<file path="src/design/erc_pkg.sv">
// Shared types and constants for the exercise repetition classifier.
`default_nettype none
package erc_pkg;

	localparam int unsigned ACCEL_W    = 16;
	localparam int unsigned CNT_W      = 8;
	localparam int unsigned WINDOW_DEF = 15;

	// Z scale and Q16 cosines of the tilt limits
	localparam longint COUNTS_PER_G = 17694;
	localparam longint COS140_Q16   = -50203;
	localparam longint COS30_Q16    = 56756;
	localparam longint COS80_Q16    = 11380;
	localparam longint COS35_Q16    = 53684;

	// raw sample limits
	localparam logic signed [ACCEL_W-1:0] Y_PUSH_MIN  = -16'sd7500;
	localparam logic signed [ACCEL_W-1:0] Z_PUSH_MAX  = -16'sd5000;
	localparam logic signed [ACCEL_W-1:0] Z_LIE_MIN   = 16'sd13000;
	localparam logic signed [ACCEL_W-1:0] Y_LIE_MIN   = -16'sd4000;
	localparam logic signed [ACCEL_W-1:0] Y_STAND_MAX = -16'sd16000;
	localparam logic signed [ACCEL_W-1:0] Y_UP_MAX    = -16'sd6500;
	localparam logic signed [ACCEL_W-1:0] Y_JUMP_MAX  = -16'sd25000;
	localparam logic signed [ACCEL_W-1:0] Z_SQUAT_MAX = -16'sd12500;

	localparam logic [CNT_W-1:0] CNT_RESET = 8'd15;

	typedef enum logic [2:0] {
		PH_WAITING   = 3'd0,
		PH_LYING     = 3'd1,
		PH_SITTING   = 3'd2,
		PH_PUSHING   = 3'd3,
		PH_UP        = 3'd4,
		PH_STANDING  = 3'd5,
		PH_JUMPING   = 3'd6,
		PH_SQUATTING = 3'd7
	} phase_t;

	typedef enum logic [1:0] {
		REG_SITUP_TARGET  = 2'd0,
		REG_PUSHUP_TARGET = 2'd1,
		REG_JUMP_TARGET   = 2'd2,
		REG_SQUAT_TARGET  = 2'd3
	} reg_idx_t;

	typedef struct packed {
		logic signed [ACCEL_W-1:0] accel_y;
		logic signed [ACCEL_W-1:0] accel_z;
	} in_item_t;

	typedef struct packed {
		phase_t           phase;
		logic [CNT_W-1:0] situps_left;
		logic [CNT_W-1:0] pushups_left;
		logic [CNT_W-1:0] jumps_left;
		logic [CNT_W-1:0] squats_left;
		logic [3:0]       done_mask;
		logic             all_done;
	} out_item_t;

endpackage
`default_nettype wire

</file>
<file path="src/design/erc_window.sv">
// Z sample shift line with running window sum.
`default_nettype none
module erc_window #(
	parameter int unsigned WINDOW = 15,
	parameter int unsigned SUM_W  = 20
) (
	input  wire logic                                  clk,
	input  wire logic                                  arst_n,
	input  wire logic                                  en,
	input  wire logic signed [erc_pkg::ACCEL_W-1:0]    z,
	output logic signed [SUM_W-1:0]                    sum_nxt
);
	import erc_pkg::*;

	logic signed [ACCEL_W-1:0] taps_q [WINDOW];
	logic signed [SUM_W-1:0]   sum_q;

	// oldest sample drops out at the end of the line
	assign sum_nxt = sum_q - SUM_W'(taps_q[WINDOW-1]) + SUM_W'(z);

	always_ff @(posedge clk or negedge arst_n) begin
		if (!arst_n) begin
			for (int i = 0; i < WINDOW; i++) begin
				taps_q[i] <= '0;
			end
			sum_q <= '0;
		end else if (en) begin
			taps_q[0] <= z;
			for (int i = 1; i < WINDOW; i++) begin
				taps_q[i] <= taps_q[i-1];
			end
			sum_q <= sum_nxt;
		end
	end

endmodule
`default_nettype wire

</file>
<file path="src/design/exercise_rep_classifier.sv">
// Exercise repetition classifier: top level with phase FSM and rep counters.
// The input register and the result register lie between input transfer and
// result transfer. Throughput: 1 item per cycle unless out_ready stalls;
// the window sum, tilt compares and FSM settle in the single stage between
// the input register and the result register.
// Reset: window and sum cleared, phase waiting, all four counts 15.
// Once all counts reach zero, samples still give results but leave window, phase and counts alone.
`default_nettype none
module exercise_rep_classifier #(
	parameter int unsigned WINDOW = erc_pkg::WINDOW_DEF
) (
	input  wire logic                          clk,
	input  wire logic                          arst_n,
	// configuration writes, index = target register
	input  wire logic                          cfg_we,
	input  wire logic [1:0]                    cfg_index,
	input  wire logic [erc_pkg::CNT_W-1:0]     cfg_data,
	// sample channel
	input  wire logic                          in_valid,
	output logic                               in_ready,
	input  wire erc_pkg::in_item_t             in_data,
	// result channel
	output logic                               out_valid,
	input  wire logic                          out_ready,
	output erc_pkg::out_item_t                 out_data
);
	import erc_pkg::*;

	localparam int unsigned SUM_W = ACCEL_W + $clog2(WINDOW);

	// "angle over A" is sum*65536 < cosA*W*g, i.e. sum < ceil(cosA*W*g/65536).
	// "angle under 30" is sum > floor(cos30*W*g/65536).
	// SV division truncates toward zero: ceil for negatives, floor for positives.
	localparam longint P140 = COS140_Q16 * longint'(WINDOW) * COUNTS_PER_G;
	localparam longint P80  = COS80_Q16 * longint'(WINDOW) * COUNTS_PER_G;
	localparam longint P35  = COS35_Q16 * longint'(WINDOW) * COUNTS_PER_G;
	localparam longint P30  = COS30_Q16 * longint'(WINDOW) * COUNTS_PER_G;
	localparam longint C140 = (P140 > 0) ? ((P140 + 65535) / 65536) : (P140 / 65536);
	localparam longint C80  = (P80 > 0) ? ((P80 + 65535) / 65536) : (P80 / 65536);
	localparam longint C35  = (P35 > 0) ? ((P35 + 65535) / 65536) : (P35 / 65536);
	localparam longint F30  = (P30 >= 0) ? (P30 / 65536) : ((P30 - 65535) / 65536);
	localparam logic signed [SUM_W-1:0] THR_140 = SUM_W'(C140);
	localparam logic signed [SUM_W-1:0] THR_80  = SUM_W'(C80);
	localparam logic signed [SUM_W-1:0] THR_35  = SUM_W'(C35);
	localparam logic signed [SUM_W-1:0] THR_30  = SUM_W'(F30);

	// handshake and stage registers
	logic       valid_s1;
	in_item_t   item_s1;
	logic       out_valid_q;
	out_item_t  out_data_q;
	logic       advance;

	// architectural state
	phase_t           phase_q;
	logic [CNT_W-1:0] cnt_q [4];

	// stage logic
	logic                    frozen;
	logic signed [SUM_W-1:0] sum_nxt;
	logic                    over140, over80, over35, under30, lying_pose;
	phase_t                  phase_nxt, phase_upd;
	logic [3:0]              dec;
	logic [CNT_W-1:0]        cnt_upd [4];
	logic [3:0]              mask_upd;

	// the stage moves whenever the result register is free or being drained
	assign advance   = valid_s1 && (!out_valid_q || out_ready);
	assign in_ready  = !valid_s1 || advance;
	assign out_valid = out_valid_q;
	assign out_data  = out_data_q;

	assign frozen = (cnt_q[0] == '0) && (cnt_q[1] == '0) &&
		(cnt_q[2] == '0) && (cnt_q[3] == '0);

	erc_window #(
		.WINDOW (WINDOW),
		.SUM_W  (SUM_W)
	) u_window (
		.clk     (clk),
		.arst_n  (arst_n),
		.en      (advance && !frozen),
		.z       (item_s1.accel_z),
		.sum_nxt (sum_nxt)
	);

	// tilt tests on the updated window sum
	assign over140    = sum_nxt < THR_140;
	assign over80     = sum_nxt < THR_80;
	assign over35     = sum_nxt < THR_35;
	assign under30    = sum_nxt > THR_30;
	assign lying_pose = (item_s1.accel_z > Z_LIE_MIN) && (item_s1.accel_y > Y_LIE_MIN) &&
		under30;

	// next phase
	always_comb begin
		phase_nxt = phase_q;
		case (phase_q)
			PH_WAITING: begin
				if ((item_s1.accel_y > Y_PUSH_MIN) && (item_s1.accel_z < Z_PUSH_MAX) &&
						over140) begin
					phase_nxt = PH_PUSHING;
				end else if (lying_pose) begin
					phase_nxt = PH_LYING;
				end else if ((item_s1.accel_y < Y_STAND_MAX) && over80) begin
					phase_nxt = PH_STANDING;
				end
			end
			PH_LYING: begin
				if (over35) begin
					phase_nxt = PH_SITTING;
				end
			end
			PH_PUSHING: begin
				if (item_s1.accel_y < Y_UP_MAX) begin
					phase_nxt = PH_UP;
				end
			end
			PH_STANDING: begin
				if (lying_pose) begin
					phase_nxt = PH_LYING;
				end else if (over140) begin
					phase_nxt = PH_PUSHING;
				end else if (item_s1.accel_y < Y_JUMP_MAX) begin
					phase_nxt = PH_JUMPING;
				end else if (item_s1.accel_z < Z_SQUAT_MAX) begin
					phase_nxt = PH_SQUATTING;
				end
			end
			PH_SITTING, PH_UP, PH_JUMPING, PH_SQUATTING: begin
				phase_nxt = PH_WAITING;
			end
			default: begin
				phase_nxt = PH_WAITING;
			end
		endcase
	end

	// a completed rep is counted on leaving its end phase
	always_comb begin
		dec = '0;
		case (phase_q)
			PH_SITTING:   dec[0] = 1'b1;
			PH_UP:        dec[1] = 1'b1;
			PH_JUMPING:   dec[2] = 1'b1;
			PH_SQUATTING: dec[3] = 1'b1;
			default:      dec = '0;
		endcase
	end

	// frozen items leave state alone; counts saturate at zero
	always_comb begin
		phase_upd = frozen ? phase_q : phase_nxt;
		for (int k = 0; k < 4; k++) begin
			cnt_upd[k] = cnt_q[k];
			if (!frozen && dec[k] && (cnt_q[k] != '0)) begin
				cnt_upd[k] = cnt_q[k] - CNT_W'(1);
			end
			mask_upd[k] = (cnt_upd[k] == '0);
		end
	end

	always_ff @(posedge clk or negedge arst_n) begin
		if (!arst_n) begin
			valid_s1    <= 1'b0;
			out_valid_q <= 1'b0;
			phase_q     <= PH_WAITING;
			for (int k = 0; k < 4; k++) begin
				cnt_q[k] <= CNT_RESET;
			end
		end else begin
			if (in_ready) begin
				valid_s1 <= in_valid;
			end
			if (!out_valid_q || out_ready) begin
				out_valid_q <= valid_s1;
			end
			if (advance) begin
				phase_q <= phase_upd;
			end
			// target writes reload the count; the user must let them come only while idle, as the block has no guard
			if (cfg_we) begin
				cnt_q[cfg_index] <= cfg_data;
			end else if (advance) begin
				for (int k = 0; k < 4; k++) begin
					cnt_q[k] <= cnt_upd[k];
				end
			end
		end
	end

	// payload registers
	always_ff @(posedge clk) begin
		if (in_valid && in_ready) begin
			item_s1 <= in_data;
		end
		if (advance) begin
			out_data_q.phase        <= phase_upd;
			out_data_q.situps_left  <= cnt_upd[REG_SITUP_TARGET];
			out_data_q.pushups_left <= cnt_upd[REG_PUSHUP_TARGET];
			out_data_q.jumps_left   <= cnt_upd[REG_JUMP_TARGET];
			out_data_q.squats_left  <= cnt_upd[REG_SQUAT_TARGET];
			out_data_q.done_mask    <= mask_upd;
			out_data_q.all_done     <= &mask_upd;
		end
	end

endmodule
`default_nettype wire
</file>
<file path="config.mk">
export PLATFORM = sky130hd
export DESIGN_NAME = exercise_rep_classifier
export DESIGN_NICKNAME = d
export VERILOG_FILES = /design/src/design/erc_pkg.sv /design/src/design/erc_window.sv /design/src/design/exercise_rep_classifier.sv
export SDC_FILE = /design/constraint.sdc
export NUM_CORES = 1
export LEC_CHECK = 0
export BUFFER_PORTS_ARGS = -buffer_cell sky130_fd_sc_hd__buf_2
export CAP_MARGIN = 15
export CORE_ASPECT_RATIO = 1.75
export CORE_MARGIN = 1
export CORE_UTILIZATION = 40
export DETAILED_ROUTE_END_ITERATION = 12
export PLACE_DENSITY_LB_ADDON = 0.3
export SLEW_MARGIN = 0
export SYNTH_ARGS = -nofsm -noshare
export SYNTH_HDL_FRONTEND = slang
export SYNTH_HIERARCHICAL = 1
export SYNTH_SLANG_ARGS = --single-unit
</file>
<file path="constraint.sdc">
create_clock -name clk -period 5.9 [get_ports clk]
set_clock_uncertainty 0.15 [all_clocks]
set_input_delay 0.295 -clock clk [delete_from_list [all_inputs] [get_ports clk]]
set_output_delay 0.295 -clock clk [all_outputs]
set_load 0.05 [all_outputs]
</file>
Word level (Yosys, flattened, before mapping)
Index checks and enable logic that the tools add are counted.
Widths: inputs -> output; s select.
{"block": "totals", "ff_bits": 369, "out_inout_bits": 42, "elab_cells": 125}
{"block": "classes", "addsub": 6, "magnitude_cmp": 14, "eq_ne": 7, "muxes": 24, "bitwise_logic": 1, "reduce_logical": 41}
{"op": "$logic_not 8->1", "count": 8}
{"op": "$mux 32", "count": 2}
{"op": "$lt 20x19->1 const B", "count": 2}
{"op": "$mux 8", "count": 5}
{"op": "$bwmux 32", "count": 1}
{"op": "$lt 16x14->1 const B", "count": 2}
{"op": "$lt 16x15->1 const B", "count": 2}
{"op": "$reduce_bool 8->1", "count": 4}
{"op": "$sub 8x1->8 const B", "count": 4}
{"op": "$mux 3", "count": 10}
{"op": "$add 20x16->20", "count": 1}
{"op": "$gt 20x19->1 const B", "count": 1}
{"op": "$logic_and 1x1->1", "count": 20}
{"op": "$lt 20x17->1 const B", "count": 1}
{"op": "$sub 20x16->20", "count": 1}
{"op": "$demux 8 s2", "count": 1}
{"op": "$gt 16x13->1 const B", "count": 1}
{"op": "$gt 16x14->1 const B", "count": 1}
{"op": "$gt 16x15->1 const B", "count": 1}
{"op": "$lt 16x16->1 const B", "count": 1}
{"op": "$pmux 3 s5", "count": 1}
{"op": "$eq 3x3->1 const B", "count": 4}
{"op": "$eq 3x2->1 const B", "count": 2}
{"op": "$mux 1", "count": 4}
{"op": "10 further kinds", "count": 13}

Longest topological paths before layout
{"block": "logic_depth", "ltp_word": 10, "depth_mapped": 17}

Hierarchy
The synthesis kept the hierarchy.
{"mod": "erc_window", "n_inst": 1, "cells_per_inst": 815, "area_per_inst_um2": 11412.2}
{"mod": "exercise_rep_classifier", "n_inst": 1, "cells_per_inst": 553, "area_per_inst_um2": 5860.6}

Worst setup path after synthesis
OpenSTA, ideal clock, no wires.
{"block": "synth_path", "path_kind": "register to register", "startpoint": "reg out_valid_q, in the netlist out_valid", "endpoint": "reg u_window/taps_q[10] in the netlist's numbering", "arrival_ns": 4.172, "required_time_ns": 5.625, "slack_ns": 1.454, "path_stages_with_launch": 9, "period_less_slack_ns": 4.446, "path_cell_list": "dfrtp_1 > nor2b_1 > nor2_1 > and2_0 > clkbuf_2 > clkbuf_1 > clkbuf_1 > buf_1 > mux2_2"}
{"block": "synth_via", "elab_chain_len": 4}
{"item": "start: declaration", "line": "exercise_rep_classifier.sv:50", "text": "logic out_valid_q;"}
{"item": "start signal: assignment", "line": "exercise_rep_classifier.sv:176", "text": "out_valid_q <= valid_s1;"}
{"item": "$logic_not 1->1", "line": "exercise_rep_classifier.sv:68", "text": "assign advance = valid_s1 && (!out_valid_q || out_ready);"}
{"item": "$logic_or 1x1->1", "line": "exercise_rep_classifier.sv:68"}
{"item": "$logic_and 1x1->1", "line": "exercise_rep_classifier.sv:68"}
{"item": "named net advance", "line": "exercise_rep_classifier.sv:52", "text": "logic advance;"}
{"item": "$logic_and 1x1->1", "line": "exercise_rep_classifier.sv:82", "text": ".en (advance && !frozen),"}
{"item": "end signal: indexed assignment", "line": "erc_window.sv:30", "text": "taps_q[i] <= taps_q[i-1];"}
{"item": "end: declaration", "line": "erc_window.sv:15", "text": "logic signed [ACCEL_W-1:0] taps_q [WINDOW];"}
The timed path passes the listed nets, and every way through them passes these cells.
A chain may end at the register's enable or synchronous reset.

Worst setup path after layout
{"block": "layout_path", "startpoint": "reg item_s1[2] in the netlist's numbering", "endpoint": "reg out_data_q, in the netlist out_data[37], data pin"}
{"block": "layout_via", "elab_chain_len": 8, "elab_cells_between_ends": 23}
{"item": "start: declaration", "line": "exercise_rep_classifier.sv:49", "text": "in_item_t item_s1;"}
{"item": "start signal: assignment", "line": "exercise_rep_classifier.sv:195", "text": "item_s1 <= in_data;"}
{"item": "$add 20x16->20 *", "line": "erc_window.sv:19", "text": "assign sum_nxt = sum_q - SUM_W'(taps_q[WINDOW-1]) + SUM_W'(z);"}
{"item": "named net sum_nxt[10]", "line": "exercise_rep_classifier.sv:60", "text": "logic signed [SUM_W-1:0] sum_nxt;"}
{"item": "$lt 20x17->1", "line": "exercise_rep_classifier.sv:89", "text": "assign over80 = sum_nxt < THR_80;"}
{"item": "$logic_and 1x1->1", "line": "exercise_rep_classifier.sv:105", "text": "end else if ((item_s1.accel_y < Y_STAND_MAX) && over80) begin"}
{"item": "$mux 3", "line": "exercise_rep_classifier.sv:105"}
{"item": "$mux 3", "line": "exercise_rep_classifier.sv:103", "text": "end else if (lying_pose) begin"}
{"item": "$mux 3", "line": "exercise_rep_classifier.sv:100", "text": "if ((item_s1.accel_y > Y_PUSH_MIN) && (item_s1.accel_z < Z_PUSH_MAX) &&"}
{"item": "$pmux 3 s5 *", "line": "exercise_rep_classifier.sv:98", "text": "case (phase_q)"}
{"item": "$mux 3 *", "line": "exercise_rep_classifier.sv:153", "text": "phase_upd = frozen ? phase_q : phase_nxt;"}
{"item": "named net phase_upd[0]", "line": "exercise_rep_classifier.sv:62", "text": "phase_t phase_nxt, phase_upd;"}
{"item": "end: declaration", "line": "exercise_rep_classifier.sv:51", "text": "out_item_t out_data_q;"}
The timed path passes the listed nets; every way through them passes the cells marked *.

==> impl_metrics.env <==
export IMPL_filler_cell_count=3872
export IMPL_drtIter0Drc=459
export IMPL_grt_pass1_wl_mm=60.24
export IMPL_antenna_left=0
export IMPL_critPathCaptureType="flop"
export IMPL_synth_edff_count=72
export IMPL_seq_area_frac_synth_pct=55.66
export IMPL_nNetsFinal=1597
export IMPL_peakVddDrop_mv=0.3340
export IMPL_core_area_um2=42540
export IMPL_finalHoldViolations=0
export IMPL_hold_slack_ns=0.02550
export IMPL_syn_avg_cell_area_um2=12.63
export IMPL_cts_tree="yes"
export IMPL_yosysMostFrequentCell="dfrtp_1"
export IMPL_yosys_most_used_dff="dfrtp_1"
export IMPL_multiInputGateArea_um2=7074
export IMPL_tightest_slew_ns=0.9680
export IMPL_yosys_area_top_type="dfrtp_1"
export IMPL_io_pins=89
export IMPL_critPathArrivalTime_ns=5.12
export IMPL_place_congestion=0.9510
export IMPL_postCtsSetupBuffers=0
export IMPL_diodes=0
export IMPL_cts_max_level=2
export IMPL_wirelength_mm=36.90
export IMPL_port_buffers=88
export IMPL_antenna_found_initial=0
export IMPL_synth_cells=1368
export IMPL_tns_ns=0
export IMPL_worstSetupPathType="flop to flop"
export IMPL_crit_path_start_kind="flop"
export IMPL_finalPower_w=0.01216
export IMPL_area_growth_pct=15.74
export IMPL_grt_pass1_vias=11510
export IMPL_clk_insertion_delay_late_ns=0.55
export IMPL_crit_fanout=5
export IMPL_rsz0062_at_grt="false"
export IMPL_dp_hpwl_mm=25.83
export IMPL_die_w_um=159.1
export IMPL_required_ns=6.04
export IMPL_ys_ff_latch=369
export IMPL_globalRouteTotalUtil_pct=17.12
export IMPL_synth_cell_types=93
export IMPL_yosys_warnings=6
export IMPL_status="complete, no violations"
export IMPL_drv_cap=0
export IMPL_synth_top_area_share_pct=40.71
export IMPL_dpl_cell_area_um2=18390
export IMPL_synthTopCellsByArea="dfrtp_1 41%, mux2_2 16%, edfxtp_1 13%"
export IMPL_die_area_um2=44050
export IMPL_ctsResizeCount=0
export IMPL_netlist_area_um2=17270
export IMPL_drc_errors=0
export IMPL_overflow=0
export IMPL_slew_limit_headroom_pct=35.47
export IMPL_via_count=11070
export IMPL_register_area_um2=9614
export IMPL_post_route_period_util_pct=84.43
export IMPL_hold_class="input pin to flop"
export IMPL_die_y_um=276.9
export IMPL_finalSetupViolations=0
export IMPL_finalCriticalPeriod_ns=4.981
export IMPL_finalMaxSlewViolations=0
export IMPL_cts_root_buffer_cell="clkbuf_16"
export IMPL_cts_buffer_depth=3
export IMPL_routedWlPerCell_um=17.62
export IMPL_initial_core_util_pct=40.60
export IMPL_p_leak_nw=8.567
export IMPL_async_reset_ff_share_pct=80.49
export IMPL_setup_slack_ns=0.9187
export IMPL_avgViaCountPerCell=5.285
export IMPL_drive_gt1_share_pct=30.27
export IMPL_synthesis_nets=1460
export IMPL_num_rows=100
export IMPL_fmax_ghz=0.2008
export IMPL_clkTransAtPathRegs_ns=0.07
export IMPL_first_pass_iters=4
export IMPL_synth_common_cells="281 x dfrtp_1, 248 x mux2_2, 100 x inv_1"
export IMPL_pre_cts_ws_ns=0.9186
export IMPL_numCtsBuffers=36
export IMPL_clkSinkCount=369
export IMPL_grt_max_degree=180
export IMPL_power_density_nw_per_um2=608.2
export IMPL_fin_area_um2=19990
==> timing repair <==
action,4_1_cts,5_1_grt
hold endpoints to repair,104,0
setup endpoints to repair,0,0
hold buffers,43,0
==> cell families after synthesis <==
family | after synthesis | share of synthesized area, %
buffers and inverters | 150 | 3.506
XOR/XNOR | 36 | 1.825
AO/OA/AOI/OAI | 207 | 8.482
multiplexers | 258 | 16.81
flip-flops | 369 | 55.66
AND/OR/NAND/NOR | 303 | 9.634
adder cells (fa/ha/maj) | 45 | 4.085
==> sequential cells by signal, summed over array words and instances (netlist names) <==
| register | flops |
|---|---|
| u_window/taps_q | 240 |
| out_data | 40 |
| cnt_q | 32 |
| item_s1 | 32 |
| u_window/sum_q | 20 |
| phase_q | 3 |
| out_valid | 1 |
| valid_s1 | 1 |
==> cells in the final DEF (no fill, tap or decap), types with 14 or more instances in the layout <==
master	n
dfrtp_1	281
mux2_2	248
inv_1	100
buf_2	87
nand2_1	81
edfxtp_1	72
nor2_1	54
dlygate4sd3_1	43
o21ai_0	41
a21oi_1	37
clkbuf_16	36
ha_1	26
nor3_1	24
xnor2_1	23
fa_1	19
a21o_1	18
dfstp_2	16
a22oi_1	15
buf_4	15
nand3_1	14
nor4_1	14
a31oi_1	14
==> routing by layer <==
layer  global-route usage, %  routed length [um]  vias to the layer above
met3                   2.232                1063                      116
met1                   18.24               14060                     5511
li1                        -                   -                     5201
met4                   11.83                2494                        0
met2                   31.16               19280                      239
met5                       0                   0                        -
==> report_power, final <==
group	switching, W	internal, W
logic	0.00327	0.00236
clock network	0.00100	0.00129
registers	0.000584	0.00366
==> worst max-delay path: stages, from the launching register on <==
cell and delay, ns:
edfxtp_1 0.43, inv_1 0.10, fa_1 0.55, inv_1 0.05
ha_1 0.34, a21o_1 0.23, a31o_1 0.26, a21oi_1 0.31
o21ai_0 0.17, xnor2_1 0.41, or3b_1 0.40, a211oi_1 0.26
nor2_1 0.09, o21ba_2 0.20, or4_1 0.50, a31o_2 0.26
==> metrics by stage <==
| stage | instances | util, % |
|---|---|---|
| global placement | 1985 | 43.23 |
| floorplan | 1368 | - |
| detailed placement | 1985 | 43.23 |
| global route | 2094 | 46.99 |
| finish | 2094 | 46.99 |
| CTS | 2094 | 46.99 |
==> worst paths after layout <==
check	start	end	slack [ns]	cells after the start
worst max-delay path	item_s1[2]$_DFFE_PP_	out_data[37]$_DFFE_PP_	0.92	15
max in group asynchronous	arst_n	cnt_q[15]$_DFFE_PN0P_	4.18	3
worst min register to register	u_window/taps_q[97]$_DFFE_PN0P_	u_window/taps_q[81]$_DFFE_PN0P_	0.33	1
worst max register to register	item_s1[2]$_DFFE_PP_	out_data[37]$_DFFE_PP_	0.92	15
min in group asynchronous	arst_n	u_window/taps_q[106]$_DFFE_PN0P_	0.12	2
worst min-delay path	cfg_data[1]	cnt_q[25]$_DFFE_PN1P_	0.03	2
==> final cells by class <==
class / count / area share (%)
clock inverters: 19 / 0.9513
multi-input cells: 849 / 35.39
clock buffers: 47 / 4.913
repair buffers: 149 / 5.270
flip-flops and latches: 369 / 48.09
well taps: 561 / 3.511
inverters: 100 / 1.878
Note: power is estimated with default switching activity, not from simulation.
